--- config.mk ---
export PLATFORM = sky130hd
export DESIGN_NAME = natural_log_series
export DESIGN_NICKNAME = d
export VERILOG_FILES = /design/src/rtl/core/lns_pkg.sv /design/src/rtl/core/natural_log_series.sv /design/src/rtl/core/lns_unit.sv
export SDC_FILE = /design/constraint.sdc
export NUM_CORES = 2
export LEC_CHECK = 0
export BUFFER_PORTS_ARGS = -buffer_cell sky130_fd_sc_hd__buf_4
export CORE_MARGIN = 2
export CORE_UTILIZATION = 45
export DETAILED_ROUTE_END_ITERATION = 8
export GPL_ROUTABILITY_DRIVEN = 0
export PLACE_DENSITY = 0.59
export SETUP_SLACK_MARGIN = 0.1
export SLEW_MARGIN = 25
export SYNTH_ARGS = -nofsm -noshare
export SYNTH_HDL_FRONTEND = slang
export SYNTH_SLANG_ARGS = --single-unit
--- constraint.sdc ---
create_clock -name i_clk -period 9.4 [get_ports i_clk]
set_clock_uncertainty 0.15 [all_clocks]
set_input_delay 1.88 -clock i_clk [delete_from_list [all_inputs] [get_ports i_clk]]
set_output_delay 1.88 -clock i_clk [all_outputs]
set_load 0.005 [all_outputs]
--- src/rtl/core/lns_pkg.sv ---
// ----------------------------------------------------------------------------
// lns_pkg - shared types and constants for the natural log series block
// Sequencer states, shared arithmetic unit request/response and fixed-point
// constants.
// ----------------------------------------------------------------------------
package lns_pkg;

    localparam int          Q_FRAC    = 30;     // fraction bits of z and terms
    localparam int          SUM_W     = 34;     // sum of term magnitudes, Q4.30
    localparam int          DIV_STEPS = 30;     // quotient bits per division
    localparam int          DV_W      = 33;     // divisor width
    localparam logic [31:0] ONE_Q16   = 32'h0001_0000;
    localparam logic [23:0] EPS_RESET = 24'd168;
    localparam logic [32:0] LOG_MAX_NEG_MAG = 33'h0_8000_0000;
    localparam logic [32:0] LOG_MAX_POS     = 33'h0_7FFF_FFFF;

    typedef enum logic [3:0] {
        ST_IDLE,
        ST_Z_GO,
        ST_Z_WAIT,
        ST_ZZ_GO,
        ST_ZZ_WAIT,
        ST_TM_GO,
        ST_TM_WAIT,
        ST_TS_GO,
        ST_TS_WAIT,
        ST_TD_GO,
        ST_TD_WAIT,
        ST_ACC,
        ST_OUT
    } t_state;

    typedef enum logic {
        UOP_MUL,
        UOP_DIV
    } t_unit_op;

    typedef struct packed {
        logic        start;
        t_unit_op    op;
        logic [31:0] mul_a;
        logic [31:0] mul_b;
        logic [63:0] dividend;  // quotient must fit in DIV_STEPS bits
        logic [32:0] divisor;
    } t_unit_req;

    typedef struct packed {
        logic        done;
        logic [63:0] result;
    } t_unit_rsp;

endpackage

--- src/rtl/core/natural_log_series.sv ---
// A zero argument goes straight to output; otherwise the bit-serial divider on
// the shared unit runs once for z and once per term added after the first. A
// new beat is taken once the sequencer is idle; the last result may still wait.
// Reset (synchronous, active low) returns to idle and sets epsilon to 168.
// ----------------------------------------------------------------------------
// natural_log_series - ln(x) by the atanh series
// Sequencer driving one shared multiply/divide unit; Q16.16 in, Q8.24 out.
// ----------------------------------------------------------------------------
module natural_log_series
    import lns_pkg::*;
#(
    parameter int MAX_TERMS = 4096
) (
    input  logic        i_clk,
    input  logic        i_rst_n,
    input  logic        i_cfg_we,
    input  logic [23:0] i_cfg_wdata,    // epsilon, Q0.24
    input  logic        s_axis_tvalid,
    output logic        s_axis_tready,
    input  logic [31:0] s_axis_tdata,   // [31:0] x_value
    output logic        m_axis_tvalid,
    input  logic        m_axis_tready,
    output logic [47:0] m_axis_tdata,   // [31:0] log_value, [44:32] terms_used
    output logic [1:0]  m_axis_tuser    // [0] valid_res, [1] hit_limit
);

    localparam int NW = $clog2(MAX_TERMS + 1);
    localparam logic [NW-1:0] N_CAP = NW'(MAX_TERMS);

    t_state          r_state, n_state;
    logic [23:0]     r_eps;
    logic            r_zero;
    logic            r_neg;
    logic [31:0]     r_num;
    logic [32:0]     r_den;
    logic [29:0]     r_zmag;
    logic [29:0]     r_zz;
    logic [29:0]     r_term;
    logic [SUM_W-1:0] r_sum;
    logic [NW-1:0]   r_n;
    logic            r_m_valid;
    logic [47:0]     r_m_data;
    logic [1:0]      r_m_user;

    t_unit_req       w_req;
    t_unit_rsp       w_rsp;
    logic [NW:0]     w_odd;
    logic [29:0]     w_thr;
    logic            w_above;
    logic            w_accept;
    logic            w_out_free;
    logic [32:0]     w_mag;
    logic [32:0]     w_mag_sat;
    logic [31:0]     w_log;
    logic [31:0]     w_n32;

    lns_unit u_unit (
        .i_clk   (i_clk),
        .i_rst_n (i_rst_n),
        .i_req   (w_req),
        .o_rsp   (w_rsp)
    );

    assign w_odd      = {r_n, 1'b0} - 1'b1;
    assign w_thr      = {r_eps, 6'b0};
    assign w_above    = r_term >= w_thr;
    assign w_accept   = s_axis_tvalid && s_axis_tready;
    assign w_out_free = !r_m_valid || m_axis_tready;
    assign w_n32      = 32'(r_n);

    // 2*sum in Q8.24, sign applied, saturated
    always_comb begin
        w_mag = 33'(r_sum >> 5);
        if (r_neg) begin
            w_mag_sat = (w_mag > LOG_MAX_NEG_MAG) ? LOG_MAX_NEG_MAG : w_mag;
            w_log     = 32'(33'd0 - w_mag_sat);
        end else begin
            w_mag_sat = (w_mag > LOG_MAX_POS) ? LOG_MAX_POS : w_mag;
            w_log     = w_mag_sat[31:0];
        end
    end

    always_comb begin
        n_state = r_state;
        case (r_state)
            ST_IDLE:    if (s_axis_tvalid) begin
                n_state = (s_axis_tdata == 32'd0) ? ST_OUT : ST_Z_GO;
            end
            ST_Z_GO:    n_state = ST_Z_WAIT;
            ST_Z_WAIT:  if (w_rsp.done) n_state = ST_ZZ_GO;
            ST_ZZ_GO:   n_state = ST_ZZ_WAIT;
            ST_ZZ_WAIT: if (w_rsp.done) n_state = ST_TM_GO;
            ST_TM_GO:   n_state = ST_TM_WAIT;
            ST_TM_WAIT: if (w_rsp.done) n_state = ST_TS_GO;
            ST_TS_GO:   n_state = ST_TS_WAIT;
            ST_TS_WAIT: if (w_rsp.done) n_state = ST_TD_GO;
            ST_TD_GO:   n_state = ST_TD_WAIT;
            ST_TD_WAIT: if (w_rsp.done) n_state = ST_ACC;
            ST_ACC:     n_state = (w_above && r_n < N_CAP) ? ST_TM_GO : ST_OUT;
            ST_OUT:     if (w_out_free) n_state = ST_IDLE;
            default:    n_state = ST_IDLE;
        endcase
    end

    always_comb begin
        s_axis_tready  = 1'b0;
        w_req.start    = 1'b0;
        w_req.op       = UOP_MUL;
        w_req.mul_a    = '0;
        w_req.mul_b    = '0;
        w_req.dividend = '0;
        w_req.divisor  = '0;
        case (r_state)
            ST_IDLE:  s_axis_tready = 1'b1;
            ST_Z_GO: begin
                w_req.start    = 1'b1;
                w_req.op       = UOP_DIV;
                w_req.dividend = {2'b0, r_num, 30'b0};
                w_req.divisor  = r_den;
            end
            ST_ZZ_GO: begin
                w_req.start = 1'b1;
                w_req.mul_a = {2'b0, r_zmag};
                w_req.mul_b = {2'b0, r_zmag};
            end
            ST_TM_GO: begin
                w_req.start = 1'b1;
                w_req.mul_a = {2'b0, r_term};
                w_req.mul_b = {2'b0, r_zz};
            end
            ST_TS_GO: begin
                w_req.start = 1'b1;
                w_req.mul_a = {2'b0, w_rsp.result[Q_FRAC +: 30]};
                w_req.mul_b = 32'(w_odd);
            end
            ST_TD_GO: begin
                // quotient stays below the previous term, so below 2^30
                w_req.start    = 1'b1;
                w_req.op       = UOP_DIV;
                w_req.dividend = w_rsp.result;
                w_req.divisor  = DV_W'(w_odd) + 33'd2;
            end
            default: s_axis_tready = 1'b0;
        endcase
    end

    always_ff @(posedge i_clk) begin
        if (!i_rst_n) begin
            r_state   <= ST_IDLE;
            r_eps     <= EPS_RESET;
            r_m_valid <= 1'b0;
        end else begin
            r_state <= n_state;
            if (i_cfg_we) begin
                r_eps <= i_cfg_wdata;
            end
            if (r_state == ST_OUT && w_out_free) begin
                r_m_valid <= 1'b1;
            end else if (m_axis_tready) begin
                r_m_valid <= 1'b0;
            end
        end
    end

    always_ff @(posedge i_clk) begin
        if (w_accept) begin
            r_zero <= s_axis_tdata == 32'd0;
            r_neg  <= s_axis_tdata < ONE_Q16;
            r_num  <= (s_axis_tdata < ONE_Q16) ? (ONE_Q16 - s_axis_tdata)
                                                : (s_axis_tdata - ONE_Q16);
            r_den  <= {1'b0, s_axis_tdata} + {1'b0, ONE_Q16};
            r_n    <= '0;
        end
        case (r_state)
            ST_Z_WAIT: if (w_rsp.done) begin
                r_zmag <= w_rsp.result[29:0];
                r_term <= w_rsp.result[29:0];
                r_sum  <= SUM_W'(w_rsp.result[29:0]);
            end
            ST_ZZ_WAIT: if (w_rsp.done) begin
                r_zz <= w_rsp.result[Q_FRAC +: 30];
            end
            ST_TM_GO:   r_n <= r_n + 1'b1;
            ST_TD_WAIT: if (w_rsp.done) begin
                r_term <= w_rsp.result[29:0];
            end
            ST_ACC:     r_sum <= r_sum + SUM_W'(r_term);
            ST_OUT: if (w_out_free) begin
                if (r_zero) begin
                    r_m_data <= '0;
                    r_m_user <= '0;
                end else begin
                    r_m_data <= {3'b0, w_n32[12:0], w_log};
                    r_m_user <= {w_above, 1'b1};
                end
            end
            default: ;
        endcase
    end

    assign m_axis_tvalid = r_m_valid;
    assign m_axis_tdata  = r_m_data;
    assign m_axis_tuser  = r_m_user;

endmodule

--- src/rtl/core/lns_unit.sv ---
// ----------------------------------------------------------------------------
// lns_unit - shared multiply / divide unit
// Multiply: 32x32 product, registered. Divide: restoring, one quotient
// bit per cycle, DIV_STEPS quotient bits, for quotients below 2^DIV_STEPS.
// ----------------------------------------------------------------------------
module lns_unit
    import lns_pkg::*;
(
    input  logic      i_clk,
    input  logic      i_rst_n,
    input  t_unit_req i_req,
    output t_unit_rsp o_rsp
);

    localparam int CNT_W = $clog2(DIV_STEPS);
    localparam logic [CNT_W-1:0] LAST_STEP = CNT_W'(DIV_STEPS - 1);

    logic                 r_busy;
    logic                 r_done;
    logic [CNT_W-1:0]     r_cnt;
    logic [DV_W-1:0]      r_rem;
    logic [DV_W-1:0]      r_dv;
    logic [DIV_STEPS-1:0] r_lo;
    logic [DIV_STEPS-1:0] r_q;
    logic [63:0]          r_res;

    logic [DV_W:0]        w_rem2;
    logic [DV_W:0]        w_diff;
    logic                 w_ge;
    logic [DIV_STEPS-1:0] w_q_next;

    always_comb begin
        w_rem2   = {r_rem, r_lo[DIV_STEPS-1]};
        w_ge     = w_rem2 >= {1'b0, r_dv};
        w_diff   = w_rem2 - {1'b0, r_dv};
        w_q_next = {r_q[DIV_STEPS-2:0], w_ge};
    end

    always_ff @(posedge i_clk) begin
        if (!i_rst_n) begin
            r_busy <= 1'b0;
            r_done <= 1'b0;
            r_cnt  <= '0;
        end else begin
            r_done <= 1'b0;
            if (r_busy) begin
                r_rem <= w_ge ? w_diff[DV_W-1:0] : w_rem2[DV_W-1:0];
                r_lo  <= {r_lo[DIV_STEPS-2:0], 1'b0};
                r_q   <= w_q_next;
                r_cnt <= r_cnt + 1'b1;
                if (r_cnt == LAST_STEP) begin
                    r_busy <= 1'b0;
                    r_done <= 1'b1;
                    r_res  <= 64'(w_q_next);
                end
            end else if (i_req.start) begin
                case (i_req.op)
                    UOP_MUL: begin
                        r_res  <= i_req.mul_a * i_req.mul_b;
                        r_done <= 1'b1;
                    end
                    UOP_DIV: begin
                        // high part is already below the divisor
                        r_rem  <= i_req.dividend[DIV_STEPS +: DV_W];
                        r_lo   <= i_req.dividend[DIV_STEPS-1:0];
                        r_dv   <= i_req.divisor;
                        r_q    <= '0;
                        r_cnt  <= '0;
                        r_busy <= 1'b1;
                    end
                    default: r_done <= 1'b0;
                endcase
            end
        end
    end

    assign o_rsp.done   = r_done;
    assign o_rsp.result = r_res;

endmodule

==> flow_summary.toml <==
[flow_run]
cap_violations = 0

[power]
p_leak_nw = 27.9
power_density_nw_per_um2 = 136
internal_power_mw = 4.93
peakVddDrop_mv = 0.156
seqPwrFrac_pct = 36.1
p_sw_mw = 3.26
comb_power_share_pct = 40.5
total_power_mw = 8.19
p_clk_share_pct = 23.4
swShare_pct = 39.8

[worst_setup_path]
worstSetupPathType = "flip-flop to flip-flop"
critPathCapture = "u_unit.r_res[53]"
required_ns = 9.58
startpoint = "r_n[5]"
rr_startpoint = "r_n[5]"
slowest_delay_ns = 0.57
crit_path_top_delay_cell = "fa_1"
startpoint_type = "flip-flop"
r2r-end = "u_unit.r_res[53]"
end_kind = "flip-flop"
cp_max_fo = 7
r2r_cells = 33
cp.arrival_ns = 9.33
cp_common_cell = "fa_1"
reg2reg_setup_slack_ns = 0.25

[timing]
fmax_mhz = 109
timing.final.ws_setup_ns = 0.254
slew_headroom_pct = 31.7
post-route-period-util_pct = 97.3
setup_viol = 0
drv_slew = 0
rsz0062_at_grt = "yes"
finalHoldViolations = 0
worstMarginPinSlew_ns = 1.02
period_needed_ns = 9.15

[yosys]
ys_seq_elements = 473
synth_top_cell_by_area = "fa_1"
synth_edf_count = 437
synth_most_common_cell = "inv_1"
synth.top_cell.area_share_pct = 29.1
synth_warnings = 0
synth_cell_type_count = 82
syn_area_um2 = 54000
syn_area_per_cell_um2 = 9.35
postSynthCellCount = 5774
synthTopCellsByCount = "inv_1, nand2_1, fa_1"
synth.yosys.seq_area_share_pct = 25.6
synthTopCellsByArea = "fa_1, edfxtp_1, ha_1"
async_reset_ff_share_pct = 0
synth_top_flop_cell = "edfxtp_1"

[layout]
layout-drive-gt1-share_pct = 9.97
fillers = 11200
stdcell_count = 7598
fin_nets = 7154
final_area_um2 = 60400
area_delta_synth_final_pct = 11.9
antenna_cells = 0

[floorplanning]
initial_core_util_pct = 45.2
core_area_um2 = 119000
num_io_pins = 113
die_area_um2 = 123000
dieWidth_um = 350
row_count = 127
dieHeight_um = 350

[grt]
grt_max_degree = 152
grt_pass1_vias = 42300
antenna_found_initial = 3
grtUsageTotal_pct = 29.2
grt-ovfl-total = 0
grt_pass1_wl_um = 267000

[placement]
placedInstanceArea_um2 = 58400
port_buffers = 109
dp_slack_ns = -0.0939
place_hpwl_um = 144000
dp.cells = 7502

[clocking]
clock-root-buffer = "clkbuf_16"
clock_sinks = 473
cts_max_path_buffers = 3
cts_tree = "built"
cts_max_level = 2
cts_buffers = 44
cts.clk_slew.worst_paths_ns = 0.08
clk_latency_ns = 0.59

[worst_hold_path]
min_path_type = "flip-flop to flip-flop"

[routing]
drt_iter0_drc = 4152
first_pass_iters = 6
post-route-drc-count = 0
post_drt_wl_per_cell_um = 23.5
vias = 42600
viasPerCell = 5.60
drtAntennaViolNets = 0
drt-total-wl_um = 178000

[run_status]
status = "finished clean"
-- cell type report --
| class | count | area [µm²] | area share, % |
|---|---|---|---|
| multi-input combinational | 4035 | 35800 | 59.3 |
| sequential | 473 | 13800 | 22.9 |
| inverter | 985 | 3700 | 6.12 |
| timing repair buffer | 414 | 3570 | 5.91 |
| tap | 1612 | 2020 | 3.34 |
| clock buffer | 49 | 1160 | 1.92 |
| clock inverter | 30 | 323 | 0.534 |
-- metrics by stage --
stage	TNS, ns	hold WS [ns]	util, %
floorplan	0	0.302	-
detailed placement	-0.149	0.330	48.8
global placement	0	0.310	48.8
global route	0	0.364	50.6
CTS	0	0.341	50.1
finish	0	0.345	50.6
-- power groups by stage --
stage	clock network [mW]	logic, mW	registers [mW]
finish	1.92	3.32	2.96
global route	2.03	3.57	2.98
CTS	1.94	3.19	2.96
detailed placement	0	3.16	2.99
global placement	0	3.15	2.99
floorplan	0	1.97	2.87
-- cells by family (layout without fill, tap and decap cells) --
family / count (synthesis) / in the layout / share of synthesized area, %
simple gates: 1867 / 1867 / 14.7
buf+inv: 1268 / 1478 / 8.85
fa+ha+maj: 1140 / 1140 / 37.3
compound gates: 796 / 796 / 9.60
flops: 473 / 473 / 25.6
xor+xnor: 178 / 178 / 2.89
mux: 51 / 51 / 0.973
other cells: 1 / 3 / 0.00694
-- worst max-delay path: cells and delay by family (launching register included) --
family                   cells  cell delay (ns)
multiplexers                 1             0.34
AND/OR/NAND/NOR              6             1.07
AO/OA/AOI/OAI                7             1.53
flip-flops                   1             0.39
adder cells (fa/ha/maj)      9             4.35
XOR/XNOR                     1             0.13
buffers and inverters        9             0.93
-- metal layers --
metal,routed length (µm),global-route usage [%],vias up,share of wire (%)
li1,-,-,18900,-
met1,73500,40.6,21500,41
met2,79500,45.1,1858,45
met3,16800,5.87,366,9.4
met4,8440,11.3,0,4.7
met5,0,0,-,0
-- state kept, by name, summed over array words and instances (netlist names), 5 cells and up --
name          count
m_axis_tdata     45
r_zmag           30
r_term           30
r_eps            24
r_sum            34
r_num            32
r_zz             30
u_unit.r_q       29
u_unit.r_lo      30
u_unit.r_cnt      5
u_unit.r_dv      33
u_unit.r_rem     33
u_unit.r_res     62
r_den            32
r_n              13
-- timing repair --
| item | CTS | global route |
|---|---|---|
| pin swaps | 2 | 12 |
| gates cloned | 0 | 2 |
| endpoints found under the setup margin | 13 | 23 |
| endpoints found under the hold margin | 0 | 0 |
| gates resized for setup | 14 | 86 |
| buffers inserted | 1 | 12 |
| hold buffers | 0 | 0 |
-- placed cells by master (no fill, tap or decap), types with 32 or more instances in the layout --
cell / instances
xor2_1: 88
o31ai_1: 32
xnor2_1: 83
a21o_1: 72
and2_1: 74
nor3_1: 59
o21ai_0: 141
inv_1: 983
a22oi_1: 57
or3_1: 32
ha_1: 353
edfxtp_1: 437
a221oi_1: 33
nand4_1: 32
nand2_1: 875
o21ai_1: 52
nand3_1: 44
nor2_1: 565
buf_4: 369
dfxtp_1: 34
mux2i_1: 39
nor2b_1: 34
fa_1: 782
clkbuf_16: 47
o21bai_1: 38
a21oi_1: 167
-- worst min-delay path by stage --
stage	to	start	cells past startpoint
floorplan	u_unit.r_cnt[4]	u_unit.r_cnt[4]	2
global placement	u_unit.r_cnt[4]	u_unit.r_cnt[4]	2
detailed placement	u_unit.r_cnt[4]	u_unit.r_cnt[4]	2
CTS	u_unit.r_cnt[4]	u_unit.r_cnt[4]	2
global route	r_eps[2]	r_eps[2]	2
finish	r_eps[20]	r_eps[20]	2
(Power assumes the default switching activity.)
